$ cat src/lmcr_pkg.sv
// lmcr_pkg: shared types, codes and sizes for the led matrix column refresh block
// no dependencies; imported by every module of the block
`default_nettype none

package lmcr_pkg;

	localparam int MATRIX_COLUMNS = 8;
	localparam int MATRIX_ROWS    = 8;
	localparam int STORE_PIXELS   = MATRIX_COLUMNS * MATRIX_ROWS;
	localparam int ADDR_W         = (STORE_PIXELS > 1) ? $clog2(STORE_PIXELS) : 1;
	localparam int ROW_W          = (MATRIX_ROWS > 1) ? $clog2(MATRIX_ROWS) : 1;
	localparam int DOT_WORDS      = 24;
	localparam logic [7:0] DOT_ALL_ONES = 8'h3F;
	localparam logic [7:0] ENABLE_COL0  = 8'h80;

	typedef enum logic [1:0] {
		REQ_SET     = 2'd0,
		REQ_REFRESH = 2'd1,
		REQ_INIT    = 2'd2,
		REQ_NONE    = 2'd3
	} req_t;

	typedef enum logic [1:0] {
		WK_GREY  = 2'd0,
		WK_DOT   = 2'd1,
		WK_LATCH = 2'd2
	} word_kind_t;

	typedef enum logic [2:0] {
		BK_IDLE,
		BK_READ,
		BK_GREY,
		BK_DOT,
		BK_LATCH
	} back_state_t;

	typedef enum logic [1:0] {
		CLR_BLUE  = 2'd0,
		CLR_GREEN = 2'd1,
		CLR_RED   = 2'd2
	} colour_t;

	typedef struct packed {
		req_t       kind;
		logic [2:0] column;
		logic [2:0] row;
		logic [7:0] red;
		logic [7:0] green;
		logic [7:0] blue;
	} cmd_t;

	typedef struct packed {
		logic full;
		logic empty;
	} q_status_t;

	function automatic logic [ADDR_W-1:0] pixel_addr(input logic [2:0] col,
			input logic [ROW_W-1:0] row);
		int a;
		a = int'(col) * MATRIX_ROWS + int'(row);
		return ADDR_W'(a);
	endfunction

endpackage

`default_nettype wire

$ cat src/led_matrix_column_refresh.sv
// led_matrix_column_refresh: a set pixel is taken at the port, held in the front register
// and the queue, and written to the store when the back end pops it. a refresh gives
// 24 grey words (one row read plus three words per row) and a latch word. an init gives
// 24 dot words, one per cycle.
// arst_n clears all control state and the per-pixel valid bits, so the store reads zero
// at once; there is no clearing pass. results cannot be stalled.
`default_nettype none

module led_matrix_column_refresh (
	input  wire logic       clk,
	input  wire logic       arst_n,
	input  wire logic       start,
	output logic            busy,
	input  wire logic [1:0] req_type,
	input  wire logic [2:0] column,
	input  wire logic [2:0] row,
	input  wire logic [7:0] red,
	input  wire logic [7:0] green,
	input  wire logic [7:0] blue,
	output logic            strobe,
	output logic [1:0]      word_kind,
	output logic [7:0]      shift_word,
	output logic [7:0]      line_enable,
	output logic            last
);
	import lmcr_pkg::*;

	q_status_t q_status;
	logic      push;
	logic      pop;
	cmd_t      push_cmd;
	cmd_t      head;

	lmcr_front u_front (
		.clk      (clk),
		.arst_n   (arst_n),
		.start    (start),
		.busy     (busy),
		.req_type (req_type),
		.column   (column),
		.row      (row),
		.red      (red),
		.green    (green),
		.blue     (blue),
		.q_status (q_status),
		.push     (push),
		.push_cmd (push_cmd)
	);

	lmcr_queue u_queue (
		.clk      (clk),
		.arst_n   (arst_n),
		.push     (push),
		.push_cmd (push_cmd),
		.pop      (pop),
		.head     (head),
		.status   (q_status)
	);

	lmcr_back u_back (
		.clk         (clk),
		.arst_n      (arst_n),
		.head        (head),
		.q_status    (q_status),
		.pop         (pop),
		.strobe      (strobe),
		.word_kind   (word_kind),
		.shift_word  (shift_word),
		.line_enable (line_enable),
		.last        (last)
	);

endmodule

`default_nettype wire

$ cat src/lmcr_front.sv
// lmcr_front: takes requests, drops the ones that do nothing, holds one decoded command
// depends on lmcr_pkg; feeds lmcr_queue
`default_nettype none

module lmcr_front (
	input  wire logic                clk,
	input  wire logic                arst_n,
	input  wire logic                start,
	output logic                     busy,
	input  wire logic [1:0]          req_type,
	input  wire logic [2:0]          column,
	input  wire logic [2:0]          row,
	input  wire logic [7:0]          red,
	input  wire logic [7:0]          green,
	input  wire logic [7:0]          blue,
	input  wire lmcr_pkg::q_status_t q_status,
	output logic                     push,
	output lmcr_pkg::cmd_t           push_cmd
);
	import lmcr_pkg::*;

	logic accept;
	logic keep;
	logic vld_s1;
	cmd_t cmd_s1;

	assign busy   = vld_s1 && q_status.full;
	assign accept = start && !busy;
	assign push   = vld_s1 && !q_status.full;
	assign push_cmd = cmd_s1;

	// unknown requests and set pixel outside the matrix are dropped here
	always_comb begin
		case (req_t'(req_type))
			REQ_SET:     keep = (int'(column) < MATRIX_COLUMNS) && (int'(row) < MATRIX_ROWS);
			REQ_REFRESH: keep = 1'b1;
			REQ_INIT:    keep = 1'b1;
			default:     keep = 1'b0;
		endcase
	end

	always_ff @(posedge clk or negedge arst_n) begin
		if (!arst_n) begin
			vld_s1 <= 1'b0;
		end else if (accept) begin
			vld_s1 <= keep;
		end else if (push) begin
			vld_s1 <= 1'b0;
		end
	end

	always_ff @(posedge clk) begin
		if (accept) begin
			cmd_s1 <= '{kind: req_t'(req_type), column: column, row: row,
				red: red, green: green, blue: blue};
		end
	end

endmodule

`default_nettype wire

$ cat src/lmcr_queue.sv
// lmcr_queue: two-entry command queue between front and back end
// depends on lmcr_pkg
`default_nettype none

module lmcr_queue (
	input  wire logic           clk,
	input  wire logic           arst_n,
	input  wire logic           push,
	input  wire lmcr_pkg::cmd_t push_cmd,
	input  wire logic           pop,
	output lmcr_pkg::cmd_t      head,
	output lmcr_pkg::q_status_t status
);
	import lmcr_pkg::*;

	cmd_t       entry_q [2];
	logic       wr_ptr_q;
	logic       rd_ptr_q;
	logic [1:0] count_q;

	assign head         = entry_q[rd_ptr_q];
	assign status.full  = (count_q == 2'd2);
	assign status.empty = (count_q == 2'd0);

	always_ff @(posedge clk or negedge arst_n) begin
		if (!arst_n) begin
			wr_ptr_q <= 1'b0;
			rd_ptr_q <= 1'b0;
			count_q  <= 2'd0;
		end else begin
			if (push) begin
				wr_ptr_q <= ~wr_ptr_q;
			end
			if (pop) begin
				rd_ptr_q <= ~rd_ptr_q;
			end
			case ({push, pop})
				2'b10:   count_q <= count_q + 2'd1;
				2'b01:   count_q <= count_q - 2'd1;
				default: count_q <= count_q;
			endcase
		end
	end

	always_ff @(posedge clk) begin
		if (push) begin
			entry_q[wr_ptr_q] <= push_cmd;
		end
	end

endmodule

`default_nettype wire

$ cat src/lmcr_back.sv
// lmcr_back: pixel store and word sequencer, runs one queued command at a time
// depends on lmcr_pkg; drives the result ports
`default_nettype none

module lmcr_back (
	input  wire logic                clk,
	input  wire logic                arst_n,
	input  wire lmcr_pkg::cmd_t      head,
	input  wire lmcr_pkg::q_status_t q_status,
	output logic                     pop,
	output logic                     strobe,
	output logic [1:0]               word_kind,
	output logic [7:0]               shift_word,
	output logic [7:0]               line_enable,
	output logic                     last
);
	import lmcr_pkg::*;

	back_state_t state_q, state_d;
	logic [2:0]       col_q, col_d;
	logic             in_matrix_q, in_matrix_d;
	logic [ROW_W-1:0] row_q, row_d;
	colour_t          colour_q, colour_d;
	logic [4:0]       word_cnt_q, word_cnt_d;

	// pixel store: one 24-bit entry per pixel, blue in the low byte
	logic [23:0]             mem [STORE_PIXELS];
	logic [STORE_PIXELS-1:0] valid_q;
	logic [23:0]             rd_data_s1;
	logic                    rd_valid_s1;
	logic                    mem_we;
	logic [ADDR_W-1:0]       wr_addr;
	logic [ADDR_W-1:0]       rd_addr;
	logic [7:0]              grey_byte;

	logic             emit;
	word_kind_t       kind_d;
	logic [7:0]       word_d;
	logic [7:0]       enable_d;
	logic             last_d;
	logic             strobe_q;
	word_kind_t       kind_q;
	logic [7:0]       word_q;
	logic [7:0]       enable_q;
	logic             last_q;

	assign wr_addr = pixel_addr(head.column, ROW_W'(head.row));
	assign rd_addr = pixel_addr(col_q, row_q);

	always_comb begin
		case (colour_q)
			CLR_BLUE:  grey_byte = rd_data_s1[7:0];
			CLR_GREEN: grey_byte = rd_data_s1[15:8];
			default:   grey_byte = rd_data_s1[23:16];
		endcase
		if (!(in_matrix_q && rd_valid_s1)) begin
			grey_byte = 8'h00;
		end
	end

	always_comb begin
		state_d     = state_q;
		col_d       = col_q;
		in_matrix_d = in_matrix_q;
		row_d       = row_q;
		colour_d    = colour_q;
		word_cnt_d  = word_cnt_q;
		pop         = 1'b0;
		mem_we      = 1'b0;
		emit        = 1'b0;
		kind_d      = WK_GREY;
		word_d      = 8'h00;
		enable_d    = 8'h00;
		last_d      = 1'b0;
		case (state_q)
			BK_IDLE: begin
				if (!q_status.empty) begin
					pop = 1'b1;
					case (head.kind)
						REQ_SET: begin
							mem_we = 1'b1;
						end
						REQ_REFRESH: begin
							col_d       = head.column;
							in_matrix_d = int'(head.column) < MATRIX_COLUMNS;
							row_d       = '0;
							state_d     = BK_READ;
						end
						REQ_INIT: begin
							word_cnt_d = 5'd0;
							state_d    = BK_DOT;
						end
						default: ;
					endcase
				end
			end
			BK_READ: begin
				colour_d = CLR_BLUE;
				state_d  = BK_GREY;
			end
			BK_GREY: begin
				emit   = 1'b1;
				word_d = grey_byte;
				case (colour_q)
					CLR_BLUE:  colour_d = CLR_GREEN;
					CLR_GREEN: colour_d = CLR_RED;
					default: begin
						if (row_q == ROW_W'(MATRIX_ROWS - 1)) begin
							state_d = BK_LATCH;
						end else begin
							row_d   = row_q + ROW_W'(1);
							state_d = BK_READ;
						end
					end
				endcase
			end
			BK_LATCH: begin
				emit     = 1'b1;
				kind_d   = WK_LATCH;
				enable_d = ENABLE_COL0 >> col_q;
				last_d   = 1'b1;
				state_d  = BK_IDLE;
			end
			BK_DOT: begin
				emit       = 1'b1;
				kind_d     = WK_DOT;
				word_d     = DOT_ALL_ONES;
				word_cnt_d = word_cnt_q + 5'd1;
				if (word_cnt_q == 5'(DOT_WORDS - 1)) begin
					last_d     = 1'b1;
					word_cnt_d = 5'd0;
					state_d    = BK_IDLE;
				end
			end
			default: state_d = BK_IDLE;
		endcase
	end

	always_ff @(posedge clk or negedge arst_n) begin
		if (!arst_n) begin
			state_q    <= BK_IDLE;
			word_cnt_q <= 5'd0;
			valid_q    <= '0;
			strobe_q   <= 1'b0;
		end else begin
			state_q    <= state_d;
			word_cnt_q <= word_cnt_d;
			strobe_q   <= emit;
			if (mem_we) begin
				valid_q[wr_addr] <= 1'b1;
			end
		end
	end

	always_ff @(posedge clk) begin
		col_q       <= col_d;
		in_matrix_q <= in_matrix_d;
		row_q       <= row_d;
		colour_q    <= colour_d;
		kind_q      <= kind_d;
		word_q      <= word_d;
		enable_q    <= enable_d;
		last_q      <= last_d;
	end

	always_ff @(posedge clk) begin
		if (mem_we) begin
			mem[wr_addr] <= {head.red, head.green, head.blue};
		end
		rd_data_s1  <= mem[rd_addr];
		rd_valid_s1 <= valid_q[rd_addr];
	end

	assign strobe      = strobe_q;
	assign word_kind   = kind_q;
	assign shift_word  = word_q;
	assign line_enable = enable_q;
	assign last        = last_q;

	// the line stays dark while words are shifted
	a_dark_while_shift: assert property (@(posedge clk) disable iff (!arst_n)
		strobe_q && kind_q != WK_LATCH |-> enable_q == 8'h00)
		else $error("line enabled during shift");

	a_enable_onehot: assert property (@(posedge clk) disable iff (!arst_n)
		strobe_q |-> $onehot0(enable_q))
		else $error("line enable not one-hot");

	a_grey_not_last: assert property (@(posedge clk) disable iff (!arst_n)
		strobe_q && last_q |-> kind_q != WK_GREY)
		else $error("grey word marked last");

	a_no_pop_busy: assert property (@(posedge clk) disable iff (!arst_n)
		pop |-> state_q == BK_IDLE && !q_status.empty)
		else $error("command taken while back end busy");

	a_dot_emits: assert property (@(posedge clk) disable iff (!arst_n)
		state_q == BK_DOT |=> strobe_q && kind_q == WK_DOT)
		else $error("dot word missing");

endmodule

`default_nettype wire
$ cat config.mk
export PLATFORM = sky130hd
export DESIGN_NAME = led_matrix_column_refresh
export DESIGN_NICKNAME = d
export VERILOG_FILES = /design/src/lmcr_pkg.sv /design/src/led_matrix_column_refresh.sv /design/src/lmcr_front.sv /design/src/lmcr_queue.sv /design/src/lmcr_back.sv
export SDC_FILE = /design/constraint.sdc
export NUM_CORES = 2
export LEC_CHECK = 0
export BUFFER_PORTS_ARGS = -buffer_cell sky130_fd_sc_hd__buf_4
export CAP_MARGIN = 10
export CORE_MARGIN = 3
export CORE_UTILIZATION = 63
export DETAILED_ROUTE_END_ITERATION = 8
export PLACE_DENSITY = 0.84
export SYNTH_ARGS = -nofsm -noshare
export SYNTH_HDL_FRONTEND = slang
export SYNTH_SLANG_ARGS = --single-unit
$ cat constraint.sdc
create_clock -name clk -period 4.5 [get_ports clk]
set_input_delay 0 -clock clk [delete_from_list [all_inputs] [get_ports clk]]
set_output_delay 0 -clock clk [all_outputs]
set_load 0.03 [all_outputs]
==> Yosys cells after proc, flatten, opt, wreduce, memory -nomap -nowiden <==
Memories as Yosys holds them, arrays and structs flattened. A register that Yosys moved wholly into a read port is not among the register bits.
Cells that the tools add are included.
{ "word_totals": {"input_bits": 35, "word_cells": 125, "reg_bits": 138, "n_memories": 2, "ramBits": 1600, "output_inout_bits": 21} }
{ "mem_list": {"columns": ["name", "words", "word_bits", "rd", "rd_clocked_by_memory_dff", "write_ports", "line", "source"], "rows": [
  ["u_back.mem", 64, 24, 1, 1, 1, "lmcr_back.sv:27", "logic [23:0] mem [STORE_PIXELS];"],
  ["u_queue.entry_q", 2, 32, 1, 0, 1, "lmcr_queue.sv:16", "cmd_t entry_q [2];"]
]} }
{ "classes": {"eq_ne": 22, "mux": 41, "add_sub_neg": 6, "shifts": 1, "n_lt_le_gt_ge": 3, "n_bitwise": 4, "reduce_logical": 24} }
{ "ops": {"columns": ["operator", "n"], "rows": [
  ["$or 64x64->64", 1],
  ["$pmux 8 s2", 2],
  ["$mux 3", 8],
  ["$mux 1", 16],
  ["$pmux 2 s2", 4],
  ["$mux 5", 3],
  ["$lt 6x7->1 const B", 2],
  ["$add 6x3->6", 2],
  ["$pmux 3 s2", 2],
  ["$pmux 3 s4", 1],
  ["$ne 2x2->1 const B", 5],
  ["$pmux 5 s2", 1],
  ["$reduce_bool 2->1", 5],
  ["$eq 2x1->1 const B", 4],
  ["$eq 2x2->1 const B", 4],
  ["$logic_not 2->1", 4],
  ["$mux 8", 1],
  ["$shr 8x3->8 const A", 1],
  ["$bmux 1 s6", 1],
  ["$demux 1 s6", 1],
  ["$eq 3x2->1 const B", 2],
  ["$eq 3x3->1 const B", 2],
  ["$ge 6x1->1 const B", 1],
  ["$reduce_and 3->1", 2],
  ["19 further kinds", 26]
]} }

==> Longest topological paths before layout <==
An unclocked memory read counts as a cell.
{ "depth": {"word_depth": 7, "depth_mapped": 10, "depth_no_buf": 7} }

==> Modules after synthesis <==
A second synthesis with hierarchy kept.
{ "hier_totals": {"hier_cells": 3121, "hier_area_um2": 67069.3} }
{ "modules_own_cells": {"columns": ["mod", "seq_area_each_um2", "area_per_inst_um2", "n_inst", "cells_per_inst"], "rows": [
  ["lmcr_back", 49072.1, 63403.3, 1, 2967],
  ["lmcr_queue", 2021.9, 2646.3, 1, 116],
  ["lmcr_front", 985.9, 1019.7, 1, 38]
]} }

==> Worst setup path after synthesis <==
No wires, ideal clock.
{ "synth_path": {"kind": "reg-to-reg", "from": "reg u_queue.rd_ptr_q", "to": "mem u_back.mem[38][0] (enable)", "required_time_ps": 4095, "t_arrival_ps": 3185, "setup_ps": 405, "n_path_buf": 4, "slack_ps": 910, "synth_period_minus_slack_ps": 3590, "path_stages_with_launch": 10, "cell_sequence": "dfrtp_1 buf_2 buf_2 buf_1 mux2i_1 ha_1 and4_1 nand2_1 clkbuf_1 nor2_1"} }
{ "synth_between": {"elab_chain_cells": 7, "elab_cells_between_ends": 8, "classes_between": "1 x add/sub; 5 x mux; 1 x reduce/logical; 1 x memory"} }
{ "synth_lines": {"columns": ["element", "line", "source"], "rows": [
  ["start: declaration", "lmcr_queue.sv:18", "logic rd_ptr_q;"],
  ["start signal: assignment", "lmcr_queue.sv:35", "rd_ptr_q <= ~rd_ptr_q;"],
  ["$mem_v2 2x32 *", null, null],
  ["$logic_not 2->1", "lmcr_back.sv:79", "case (head.kind)"],
  ["$mux 1", "lmcr_back.sv:79", null],
  ["$mux 1", "lmcr_back.sv:77", "if (!q_status.empty) begin"],
  ["$mux 1", "lmcr_back.sv:75", "case (state_q)"],
  ["$mux 1", "lmcr_back.sv:167", "if (mem_we) begin"],
  ["$mux 1 (implied by the code)", "lmcr_back.sv:168", "mem[wr_addr] <= {head.red, head.green, head.blue};"],
  ["end: declaration", "lmcr_back.sv:27", null]
]} }
Mark *: on every way between the ends. The rest lies on a longest branch, timed or not.

==> run metrics <==
final slew viol count 0; TritonCTS buffer count 162; cts hold-fix bufs 69; DRT Wirelength 178000 um; starting density of the core 63.6%; Ports 56; synth warn 0; Fin. Hold Viols 0; number of global-route vias before repair 35800; synthesis-stage register bit count 1762; Overflow after GRT 0; synth unique cells 44; CP cell instances buf_4, mux2i_1, inv_1, nor2_1, nand2_1, nor2_2, buf_4; worst-skew pair later-pin latency 800 ps; most frequent cells in the layout edfxtp_1, mux4_2, buf_4; status complete, no violations; area grow syn2layout 13.0%; Clock transition at path regs 60 ps; worst hold margin 200 ps; Post-synth EDFFs 1640; Worst-Margin Slew 1280 ps; FFs w/ async S/R, synth 4.43%; skew final 43.8 ps; Post-Syn Area 67200 um^2; Setup CP Type register to register; crit path launch type register; Top Family by Delay on Critical Path buffers and inverters; RSZ-0062 raised after global routing false; Peak VDD IR 0.439 mV; synthesized area per cell 21.4 um^2; crit path buf inv count 3; Max stage delay on crit path 650 ps; largest net degree at the start of global routing 79; # Max-Cap Violations 0; period utilisation layout 82.9%; CP max stage cell dfrtp_1; core area 106000 um^2; first-pass GRT wire length 257000 um; Finished Cell Area 75900 um^2; Crit Path Max Fanout 25; CTS tree built; Final Setup Violations 0; total negative slack 0 ps; WL per Instance 36.0 um; syn_nets 3182; setup bufs post-CTS 0; Die Height 333 um; layout cells sized above 1 27.8%; slew margin rel. 14.3%; critical path required time 4930 ps; Final Net Count 3440; Overall Global Routing Usage 32.6%; minimum clock period 3730 ps; Area contributors post-synth edfxtp_1, mux4_2, dfrtp_1; main flop type after synthesis edfxtp_1; Pwr Total 46.2 mW; Leak 24.8 nW; row count 119; Placer Congestion 0.929; H-Tree Depth 4; DP Wirelength 95800 um; top cell type by total area after synthesis edfxtp_1; max frequency 0.268 GHz; die footprint 111000 um^2; Die Wd 333 um; Antenna Violating Nets Remaining 0; Syn Inst Count 3140; Setup WS pre-CTS 1010 ps; Port Buffers 55; final worst setup slack 768 ps; post-CTS resize count 0; # DRC 0; Sink Count 1762; clock buffer depth 3; CP Capture Type register; drt initial violations 5753; Hold Path Class primary input to register; area post-placement 69900 um^2; P per Cell Area 608 nW/um^2; via count 35500; Most Frequent Cell on Critical Path buf_4; CP arrival 4160 ps; top cell type's share of synthesized area 73.3%; clk root buf clkbuf_16; post-synthesis sequential area ratio 77.5%; initial antenna violation count 9; router iterations before antenna repair 7; commonest non-fill, non-tap cell in the layout edfxtp_1; Vias/cell 7.20
-- Yosys cell counts (16+ instances only) --
| master | number |
|---|---|
| a221oi_1 | 24 |
| nand2_1 | 27 |
| clkbuf_1 | 69 |
| o22ai_1 | 51 |
| mux2_2 | 151 |
| buf_4 | 16 |
| o21ai_1 | 24 |
| o21bai_1 | 64 |
| o221ai_1 | 49 |
| buf_2 | 71 |
| a21oi_1 | 40 |
| o22a_1 | 24 |
| o21ai_0 | 64 |
| dfrtp_1 | 78 |
| mux2i_1 | 187 |
| nor2_1 | 97 |
| mux4_2 | 327 |
| dfxtp_1 | 44 |
| edfxtp_1 | 1640 |
-- through the flow --
stage	cells	util, %
finish	4932	71.9
global route	4926	71.9
CTS	4925	71.9
detailed placement	4555	66.2
global placement	4554	66.2
floorplan	3140	-
-- logic make-up after synthesis --
logic type,synth area share (%)
xor+xnor,0.0652
compound gates,3.51
flops,77.5
fa+ha+maj,0.130
mux,16.3
simple gates,1.06
buf+inv,1.42
-- power by group --
group          switching [mW]  internal, mW
clock network            6.02          7.83
logic                    7.44          3.60
registers               0.548          20.7
-- layer usage --
metal / global-route usage (%) / up-vias / part of all wire, %
met5: 0 / - / 0.031
met4: 18.2 / 8 / 6.7
met3: 9.73 / 707 / 13
met2: 51.4 / 3229 / 48
met1: 41.3 / 18000 / 32
li1: - / 13500 / -
-- state kept, by name, summed over array words and instances (netlist names), 2 cells and up --
| register | count |
|---|---|
| u_back.mem | 1536 |
| u_back.valid_q | 64 |
| u_queue.entry_q | 64 |
| u_front.push_cmd | 32 |
| u_back.rd_data_s1 | 24 |
| u_back.line_enable | 8 |
| u_back.shift_word | 8 |
| u_back.word_cnt_q | 5 |
| u_back.col_q | 3 |
| u_back.row_q | 3 |
| u_back.state_q | 3 |
| u_back.colour_q | 2 |
| u_back.word_kind | 2 |
| u_queue.count_q | 2 |
-- worst paths after layout --
kind                       slack (ps)                 from  depth (start not counted)               endpoint
min                               200          req_type[0]                          4         u_front.vld_s1
max in group asynchronous        3830               arst_n                          4     u_back.valid_q[53]
min reg2reg                       440  u_front.push_cmd[1]                          0  u_queue.entry_q[0][1]
min in group asynchronous         280               arst_n                          4   u_back.word_cnt_q[0]
max reg2reg                       770     u_queue.rd_ptr_q                          7      u_back.mem[17][9]
max                               770     u_queue.rd_ptr_q                          7      u_back.mem[17][9]
-- tightest hold or removal path: stages --
cell and delay (ps):
dlygate4sd3_1 570, buf_4 160, nand2_1 90, a21o_1 130
-- cell type report --
cell class,count,area [um^2]
clock inverters,80,881
repair buffers,274,2410
inverters,10,37.5
multi-input cells,1188,14300
fillers,5375,29700
clock buffers,221,4410
well taps,1391,1740
flip-flops and latches,1762,52100
diodes,6,15.0
Power figures use the tool's default switching activity.
